<file path="src/hdl/jscd_pkg.sv">
// ----------------------------------------------------------------------------
// jscd_pkg
// Shared constants, codes and payload types for the job-shop chromosome
// decoder.
// ----------------------------------------------------------------------------
package jscd_pkg;

  localparam int MAX_JOBS     = 16;
  localparam int MAX_MACHINES = 16;
  localparam int MAX_TASKS    = 256;

  localparam int JOB_IW  = $clog2(MAX_JOBS);
  localparam int MACH_IW = $clog2(MAX_MACHINES);
  localparam int TASK_IW = $clog2(MAX_TASKS);

  localparam int TIME_W  = 32;
  localparam int DUR_W   = 16;
  localparam int CHROM_W = 16;

  localparam logic [TIME_W-1:0] TIME_MAX = '1;

  // request action codes
  localparam logic [1:0] ACT_LOAD_TASK = 2'd0;
  localparam logic [1:0] ACT_LOAD_JOB  = 2'd1;
  localparam logic [1:0] ACT_GENE      = 2'd2;

  typedef struct packed {
    logic [1:0]       action;
    logic [7:0]       task_index;
    logic [3:0]       job_id;
    logic [3:0]       machine_id;
    logic [DUR_W-1:0] duration;
    logic             last_gene;
  } req_t;

  typedef struct packed {
    logic [7:0]         task_id;
    logic [3:0]         machine_out;
    logic [TIME_W-1:0]  start_time;
    logic [TIME_W-1:0]  finish_time;
    logic [TIME_W-1:0]  makespan;
    logic               end_of_chromosome;
    logic [CHROM_W-1:0] chromosome_number;
    logic [CHROM_W-1:0] best_index;
    logic [TIME_W-1:0]  lowest_makespan;
  } res_t;

  typedef struct packed {
    logic [3:0]       machine;
    logic [DUR_W-1:0] duration;
  } task_entry_t;

  // gene after the task lookup stage
  typedef struct packed {
    logic       valid;
    logic [7:0] task_id;
    logic [3:0] job;
    logic       last;
  } gene_t;

  typedef struct packed {
    logic valid;
    res_t data;
  } result_t;

endpackage

</file>
<file path="src/hdl/jscd_ram.sv">
// ----------------------------------------------------------------------------
// jscd_ram
// Simple dual-port synchronous RAM, one write and one registered read port.
// ----------------------------------------------------------------------------
module jscd_ram #(
  parameter int WIDTH = 8,
  parameter int DEPTH = 16
) (
  input  logic                     clk,
  input  logic                     we,
  input  logic [$clog2(DEPTH)-1:0] waddr,
  input  logic [WIDTH-1:0]         wdata,
  input  logic                     re,
  input  logic [$clog2(DEPTH)-1:0] raddr,
  output logic [WIDTH-1:0]         rdata
);

  logic [WIDTH-1:0] mem [DEPTH];

  always_ff @(posedge clk) begin
    if (we) begin
      mem[waddr] <= wdata;
    end
  end

  always_ff @(posedge clk) begin
    if (re) begin
      rdata <= mem[raddr];
    end
  end

endmodule

</file>
<file path="src/hdl/jscd_timing.sv">
// ----------------------------------------------------------------------------
// jscd_timing
// Schedule stage: machine ready-time memory with write forwarding, job ready
// times, running makespan and best-chromosome tracking.
// ----------------------------------------------------------------------------
module jscd_timing import jscd_pkg::*; (
  input  logic        clk,
  input  logic        rst,
  input  logic        advance,
  input  gene_t       s1,
  input  task_entry_t s1_entry,
  output result_t     res
);

  logic                s2_valid;
  logic [7:0]          s2_task;
  logic [3:0]          s2_job;
  logic [3:0]          s2_mach;
  logic [DUR_W-1:0]    s2_dur;
  logic                s2_last;

  logic [TIME_W-1:0]   job_ready [MAX_JOBS];
  logic [MAX_MACHINES-1:0] mvalid;
  logic [TIME_W-1:0]   mr_mem;
  logic                fwd_valid;
  logic [MACH_IW-1:0]  fwd_m;
  logic [TIME_W-1:0]   fwd_val;

  logic [TIME_W-1:0]   running_makespan;
  logic [CHROM_W-1:0]  chromosome_count;
  logic [TIME_W-1:0]   best_span;
  logic [CHROM_W-1:0]  best_chromosome;

  logic                commit;
  logic [JOB_IW-1:0]   j_idx;
  logic [MACH_IW-1:0]  m_idx;
  logic [TIME_W-1:0]   jr;
  logic [TIME_W-1:0]   mr;
  logic [TIME_W-1:0]   start;
  logic [TIME_W:0]     sum;
  logic [TIME_W-1:0]   finish;
  logic [TIME_W-1:0]   span_next;
  logic                take_best;
  logic [TIME_W-1:0]   best_span_next;
  logic [CHROM_W-1:0]  best_chrom_next;

  assign commit = advance && s2_valid;
  assign j_idx  = s2_job[JOB_IW-1:0];
  assign m_idx  = s2_mach[MACH_IW-1:0];

  always_ff @(posedge clk) begin
    if (rst) begin
      s2_valid <= 1'b0;
    end else if (advance) begin
      s2_valid <= s1.valid;
    end
  end

  always_ff @(posedge clk) begin
    if (advance) begin
      s2_task <= s1.task_id;
      s2_job  <= s1.job;
      s2_mach <= s1_entry.machine;
      s2_dur  <= s1_entry.duration;
      s2_last <= s1.last;
    end
  end

  jscd_ram #(
    .WIDTH(TIME_W),
    .DEPTH(MAX_MACHINES)
  ) u_mach_ram (
    .clk  (clk),
    .we   (commit),
    .waddr(m_idx),
    .wdata(finish),
    .re   (advance),
    .raddr(s1_entry.machine[MACH_IW-1:0]),
    .rdata(mr_mem)
  );

  // the read was issued on the edge that also took the previous commit
  always_comb begin
    if (fwd_valid && fwd_m == m_idx) begin
      mr = fwd_val;
    end else if (mvalid[m_idx]) begin
      mr = mr_mem;
    end else begin
      mr = '0;
    end
  end

  assign jr     = job_ready[j_idx];
  assign start  = (jr > mr) ? jr : mr;
  assign sum    = {1'b0, start} + {{(TIME_W + 1 - DUR_W){1'b0}}, s2_dur};
  assign finish = sum[TIME_W] ? TIME_MAX : sum[TIME_W-1:0];
  assign span_next = (finish > running_makespan) ? finish : running_makespan;
  assign take_best = s2_last && (span_next < best_span);
  assign best_span_next  = take_best ? span_next : best_span;
  assign best_chrom_next = take_best ? chromosome_count : best_chromosome;

  always_ff @(posedge clk) begin
    if (rst) begin
      fwd_valid <= 1'b0;
    end else if (advance) begin
      fwd_valid <= s2_valid && !s2_last;
    end
  end

  always_ff @(posedge clk) begin
    if (advance) begin
      fwd_m   <= m_idx;
      fwd_val <= finish;
    end
  end

  always_ff @(posedge clk) begin
    if (rst) begin
      mvalid           <= '0;
      running_makespan <= '0;
      chromosome_count <= '0;
      best_span        <= TIME_MAX;
      best_chromosome  <= '0;
      for (int i = 0; i < MAX_JOBS; i++) job_ready[i] <= '0;
    end else if (commit) begin
      if (s2_last) begin
        mvalid           <= '0;
        running_makespan <= '0;
        chromosome_count <= chromosome_count + CHROM_W'(1);
        best_span        <= best_span_next;
        best_chromosome  <= best_chrom_next;
        for (int i = 0; i < MAX_JOBS; i++) job_ready[i] <= '0;
      end else begin
        mvalid[m_idx]    <= 1'b1;
        running_makespan <= span_next;
        job_ready[j_idx] <= finish;
      end
    end
  end

  always_comb begin
    res.valid                  = s2_valid;
    res.data.task_id           = s2_task;
    res.data.machine_out       = s2_mach;
    res.data.start_time        = start;
    res.data.finish_time       = finish;
    res.data.makespan          = span_next;
    res.data.end_of_chromosome = s2_last;
    res.data.chromosome_number = chromosome_count;
    res.data.best_index        = best_chrom_next;
    res.data.lowest_makespan   = best_span_next;
  end

  a_clear_on_last: assert property (@(posedge clk) disable iff (rst)
    commit && s2_last |=> running_makespan == '0 && mvalid == '0 && !fwd_valid)
    else $error("chromosome state not cleared after closing gene");

  a_best_monotone: assert property (@(posedge clk) disable iff (rst)
    !$past(rst) |-> best_span <= $past(best_span))
    else $error("best makespan grew");

  a_fwd_valid_entry: assert property (@(posedge clk) disable iff (rst)
    fwd_valid |-> mvalid[fwd_m])
    else $error("forwarded machine entry not marked valid");

  a_finish_order: assert property (@(posedge clk) disable iff (rst)
    s2_valid |-> finish >= start && span_next >= finish)
    else $error("finish time below start or makespan");

endmodule

</file>
<file path="config.mk">
export PLATFORM = sky130hd
export DESIGN_NAME = jscd_timing
export DESIGN_NICKNAME = d
export VERILOG_FILES = /design/src/hdl/jscd_pkg.sv /design/src/hdl/jscd_ram.sv /design/src/hdl/jscd_timing.sv
export SDC_FILE = /design/constraint.sdc
export NUM_CORES = 2
export LEC_CHECK = 0
export ABC_AREA = 1
export BUFFER_PORTS_ARGS = -buffer_cell sky130_fd_sc_hd__buf_4
export CAP_MARGIN = 5
export CORE_ASPECT_RATIO = 0.75
export CORE_MARGIN = 10
export CORE_UTILIZATION = 25
export CTS_CLUSTER_SIZE = 20
export DETAILED_ROUTE_END_ITERATION = 12
export HOLD_SLACK_MARGIN = 0.05
export SYNTH_ARGS = -nofsm -noshare
export SYNTH_HDL_FRONTEND = slang
export SYNTH_SLANG_ARGS = --single-unit
export TNS_END_PERCENT = 50
</file>
<file path="constraint.sdc">
create_clock -name clk -period 14.44 [get_ports clk]
set_input_delay 2.166 -clock clk [delete_from_list [all_inputs] [get_ports clk]]
set_output_delay 2.166 -clock clk [all_outputs]
set_load 0.02 [all_outputs]
</file>
# Word-level counts from Yosys, hierarchy flattened
# Memory sizes are Yosys's and may differ from the RTL's. A register that Yosys moved wholly into a read port is not among the register bits.
# Cells that the tools add are included.
# totals
register_bits	183
ramBits	1024
inputBits	37
output_inout_bits	174
word_cells	94
mem_count	2
# mem_list
memory	depth	word_bits	rd	rd_ports_with_merged_regs	write_ports	line	source
job_ready	16	32	1	1	16	jscd_timing.sv:22	logic [TIME_W-1:0] job_ready [MAX_JOBS];
u_mach_ram.mem	16	32	1	1	1	jscd_ram.sv:18	logic [WIDTH-1:0] mem [DEPTH];
# classes
add_sub_neg	2
order_cmp	5
n_eq_ne	1
n_mux	45
bitwise_logic	17
reduce_logical	8
# op_table
operator	count
2-to-1 mux 32 bit	24
greater-than comparator 32 bit	2
adder 32 x 16 -> 33 bit	1
less-than comparator 32 bit	1
2-to-1 mux 16 bit	2
OR reduction 32 bit	1
adder 16 x 1 -> 16 bit (second input constant)	1
OR 1 bit	16
OR 16 bit	1
2-to-1 mux 1 bit	15
2-to-1 mux 4 bit	2
logical AND 1 bit	5
less-than comparator 4 x 5 -> 1 bit (second input constant)	1
binary-select mux 1 bit (select 4 bit)	1
demux 1 bit (select 4 bit)	1
equality test 4 bit	1
>= comparator 4 x 1 -> 1 bit (second input constant)	1
AND reduction 2 bit	1
logical NOT 1 bit	1

# Logic depth before layout (Yosys ltp)
# depth
ltp_word	13
ltp_mapped	77
ltp_nobuf	70

# By module
# A second synthesis with hierarchy kept.
# hier_totals
hier_cells	5995
area_unflattened_um2	58073.2
# modules_own_cells
mod	instances	cells_each	area_per_inst_um2
jscd_timing	1	3875	35022.3
jscd_ram	1	2120	23050.9

# Worst setup path before layout
# OpenSTA, ideal clock, no wires.
# synth_timing
path_kind	reg-to-output
from	register with a tool-made name
to	output res[41] (netlist bit)
t_arrival_ns	11.543
required_ns	12.274
slack_ns	0.731
stages_incl_launch_ff	58
n_path_buf	13
path_cell_list	dfxtp_1 > buf_2 > buf_2 > buf_2 > clkbuf_1 > clkbuf_1 > buf_1 > mux2i_1 > o211ai_1 > o211ai_1 > nand2_1 > ha_1 > nand2_1 > inv_1 > nand3_1 > nor2_1 > nand4_1 > nand2_2 > [... 22 more ...] > nand3_1 > a21oi_1 > a211oi_1 > o211ai_1 > o21ai_1 > inv_1 > clkbuf_1 > clkbuf_1 > o21ai_0 > ha_1 > a211oi_1 > o21ai_0 > a21oi_1 > o21a_1 > clkbuf_1 > clkbuf_1 > nand3_1 > and2_1
# synth_rtl
item	line	source
end, declared	jscd_timing.sv:12	output result_t res

==> reports/metrics.yaml <==
critPathKind: "flop to output pin"
core-area_mm2: 0.226
fp-row-count: 151
die_x_um: 571
start_util_pct: 25.2
die_area_mm2: 0.247
fmax_mhz: 71.9
ant_nets: 0
wire_per_inst_um: 21.4
htree_levels: 3
p_sw_mw: 3.83
num_vias: 40600
vdd_drop_max_mv: 0.159
cp_slowest_stage_delay_ns: 0.49
clock-sinks: 1243
area_delta_synth_final_pct: 17.7
hold_depth: 1
synth.distinct_cells: 53
grt_pass1_vias: 37900
cp_slowest_cell: "edfxtp_1"
startpoint_type: "flop"
hp-class: "flop to flop"
synth_cells: 5334
finalSetupViolations: 0
min_period_ns: 13.90
ios: 211
internal_power_mw: 6.85
crit_arrival_ns: 11.74
viasPerCell: 4.70
num-fill-cells: 23100
grt_max_degree: 175
pwr-share-seq_pct: 40.9
nNetsFinal: 5716
ctsHoldBuffers: 0
async_flop_share_pct: 0
cts_tree: "built"
power_density_mw_per_mm2: 160
cts.clk_slew.worst_paths_ns: 0.07
cp_max_fo: 40
clock_skew_ns: 0.0763
cp-end-kind: "output pin"
cts_buffer_depth: 3
grt.overflow.total: 0
grtUsageTotal_pct: 14.3
final.period_utilization_pct: 96.3
p_leak_nw: 26.7
cts_buffers: 117
crit_top_cell: "nand2_1"
port_buffers: 210
p_clk_share_pct: 29.1
ys_seq_elements: 1243
holdWs_ns: 0.475
outcome: "complete, no violations"
yosysSeqAreaShare_pct: 63.6
synth_area_mm2: 0.0569
worst_pin_slew_ns: 1.22
die_h_um: 433
hold_viol: 0
total_power_mw: 10.7
cp.required_ns: 12.27
synth.avg_cell_area_um2: 10.7
maxCapViolations: 0
clk_latency_ns: 0.78
synth_nets: 5484
switching_share_pct: 35.9
synth_edf_count: 1125
relSlewSlack_pct: 18.1
drc_errors: 0
yosysWarnings: 0
antenna_found_initial: 13
drtIter0Drc: 4717
gp_congestion: 0.920
synth_ff_type: "edfxtp_1"
combPwrFrac_pct: 30.1
place_hpwl_um: 121000
dr.pass1.iters: 6
cts-root-buf: "clkbuf_16"
grt_pass1_wl_um: 265000
routed_wl_um: 185000
drive_gt1_share_pct: 12.6
r2r_cells: 62
final-max-slew-violation-count: 0
## kinds of logic after synthesis
logic type | share of synthesized area (%)
flip-flops | 63.6
multiplexers | 3.65
XOR/XNOR | 0.246
AND/OR/NAND/NOR | 11.9
adder cells (fa/ha/maj) | 2.50
buffers and inverters | 7.33
AO/OA/AOI/OAI | 10.8
## registers in the layout, summed over array words and instances, names as in the netlist, named ones only
register,count
job_ready,512
u_mach_ram.mem,512
best_span,32
fwd_val,32
running_makespan,32
u_mach_ram.rdata,32
best_chromosome,16
chromosome_count,16
mvalid,16
s2_dur,16
s2_task,8
fwd_m,4
j_idx,4
m_idx,4
fwd_valid,1
s2_last,1
s2_valid,1
## power groups by stage
stage | Clock (mW) | Combinational, mW | Sequential [mW]
global route | 3.31 | 3.41 | 4.38
global placement | 0 | 3.04 | 4.45
detailed placement | 0 | 3.09 | 4.45
finish | 3.11 | 3.21 | 4.37
CTS | 3.16 | 3.15 | 4.37
floorplan | 0 | 1.47 | 4.43
## per-layer routing
metal	global-route usage (%)	vias to the layer above	routed length, µm
met4	3.94	10	5410
met3	3.71	235	18000
met5	0	-	66
met1	20.8	19900	83500
met2	20.8	1688	77700
li1	-	18800	-
## synth_stat cells, types with 8 or more instances
| cell | instances | area (µm²) |
|---|---|---|
| a21oi_1 | 333 | 1670 |
| a31oi_1 | 14 | 87.6 |
| a32o_1 | 28 | 280 |
| and2_1 | 16 | 100 |
| buf_1 | 37 | 139 |
| buf_2 | 35 | 175 |
| buf_4 | 9 | 67.6 |
| clkbuf_1 | 226 | 848 |
| dfxtp_1 | 118 | 2360 |
| edfxtp_1 | 1125 | 33800 |
| ha_1 | 112 | 1400 |
| inv_1 | 751 | 2820 |
| mux2_2 | 9 | 101 |
| mux2i_1 | 197 | 1970 |
| nand2_1 | 716 | 2690 |
| nand2_2 | 12 | 75.1 |
| nand3_1 | 287 | 1440 |
| nand3b_1 | 8 | 60.1 |
| nand4_1 | 13 | 81.3 |
| nor2_1 | 526 | 1970 |
| nor2_2 | 17 | 106 |
| nor3_1 | 13 | 65.1 |
| o211ai_1 | 232 | 1740 |
| o21a_1 | 14 | 105 |
| o21ai_0 | 403 | 2020 |
| xor2_1 | 9 | 78.8 |
## area by class of cell
| cell class | instances | area (µm²) | area share, % |
|---|---|---|---|
| flip-flops and latches | 1243 | 36200 | 54.0 |
| multi-input cells | 3022 | 16900 | 25.3 |
| well taps | 2983 | 3730 | 5.58 |
| repair buffers | 424 | 3460 | 5.17 |
| clock buffers | 149 | 3130 | 4.68 |
| inverters | 757 | 2860 | 4.27 |
| clock inverters | 68 | 664 | 0.993 |
| repair inverters | 1 | 7.51 | 0.0112 |
| diodes | 3 | 7.51 | 0.0112 |
## metrics by stage
step                      area [µm²]  setup TNS, ns  utilization (%)  setup slack (ns)  std cells
final                          66900              0             29.6             0.535       8650
after global routing           66900          -3.85             29.6            -0.138       8648
after CTS                      66600              0             29.5             0.114       8620
after detailed placement       62600         -34.69             27.7            -0.804       8390
after global placement         62600         -21.49             27.7            -0.529       8390
after floorplan                56900              0                -             0.731       5334
## worst max-delay path: cells and delay by family, from the launching register on
family / cells / cell delay (ns)
AOI/OAI and AO/OA: 13 / 2.58
adders and majority gates: 5 / 1.50
buffers and inverters: 15 / 2.51
DFF: 1 / 0.49
and+or+nand+nor: 28 / 3.81
## layout by cell type (no fill, tap or decap), types with 197 or more instances in the layout
cell         n
a21oi_1    332
nand2_1    706
mux2i_1    197
nor2_1     505
buf_4      399
o211ai_1   232
nand3_1    285
inv_1      745
o21ai_0    393
edfxtp_1  1125
## worst paths after layout
path                                 from       endpoint  slack [ns]
worst min register to register  mvalid[8]      mvalid[8]        0.48
worst max-delay path             m_idx[1]        res[46]        0.54
worst min-delay path            mvalid[8]      mvalid[8]        0.48
worst max register to register   m_idx[1]  best_span[18]        3.40
## timing repair
| action | in CTS | in global routing |
|---|---|---|
| pin swaps | 4 | 3 |
| endpoints found under the setup margin | 48 | 48 |
| resized for setup | 17 | 28 |
| setup buffers | 9 | 27 |
| gates cloned | 4 | 0 |
(Power assumes the default switching activity.)
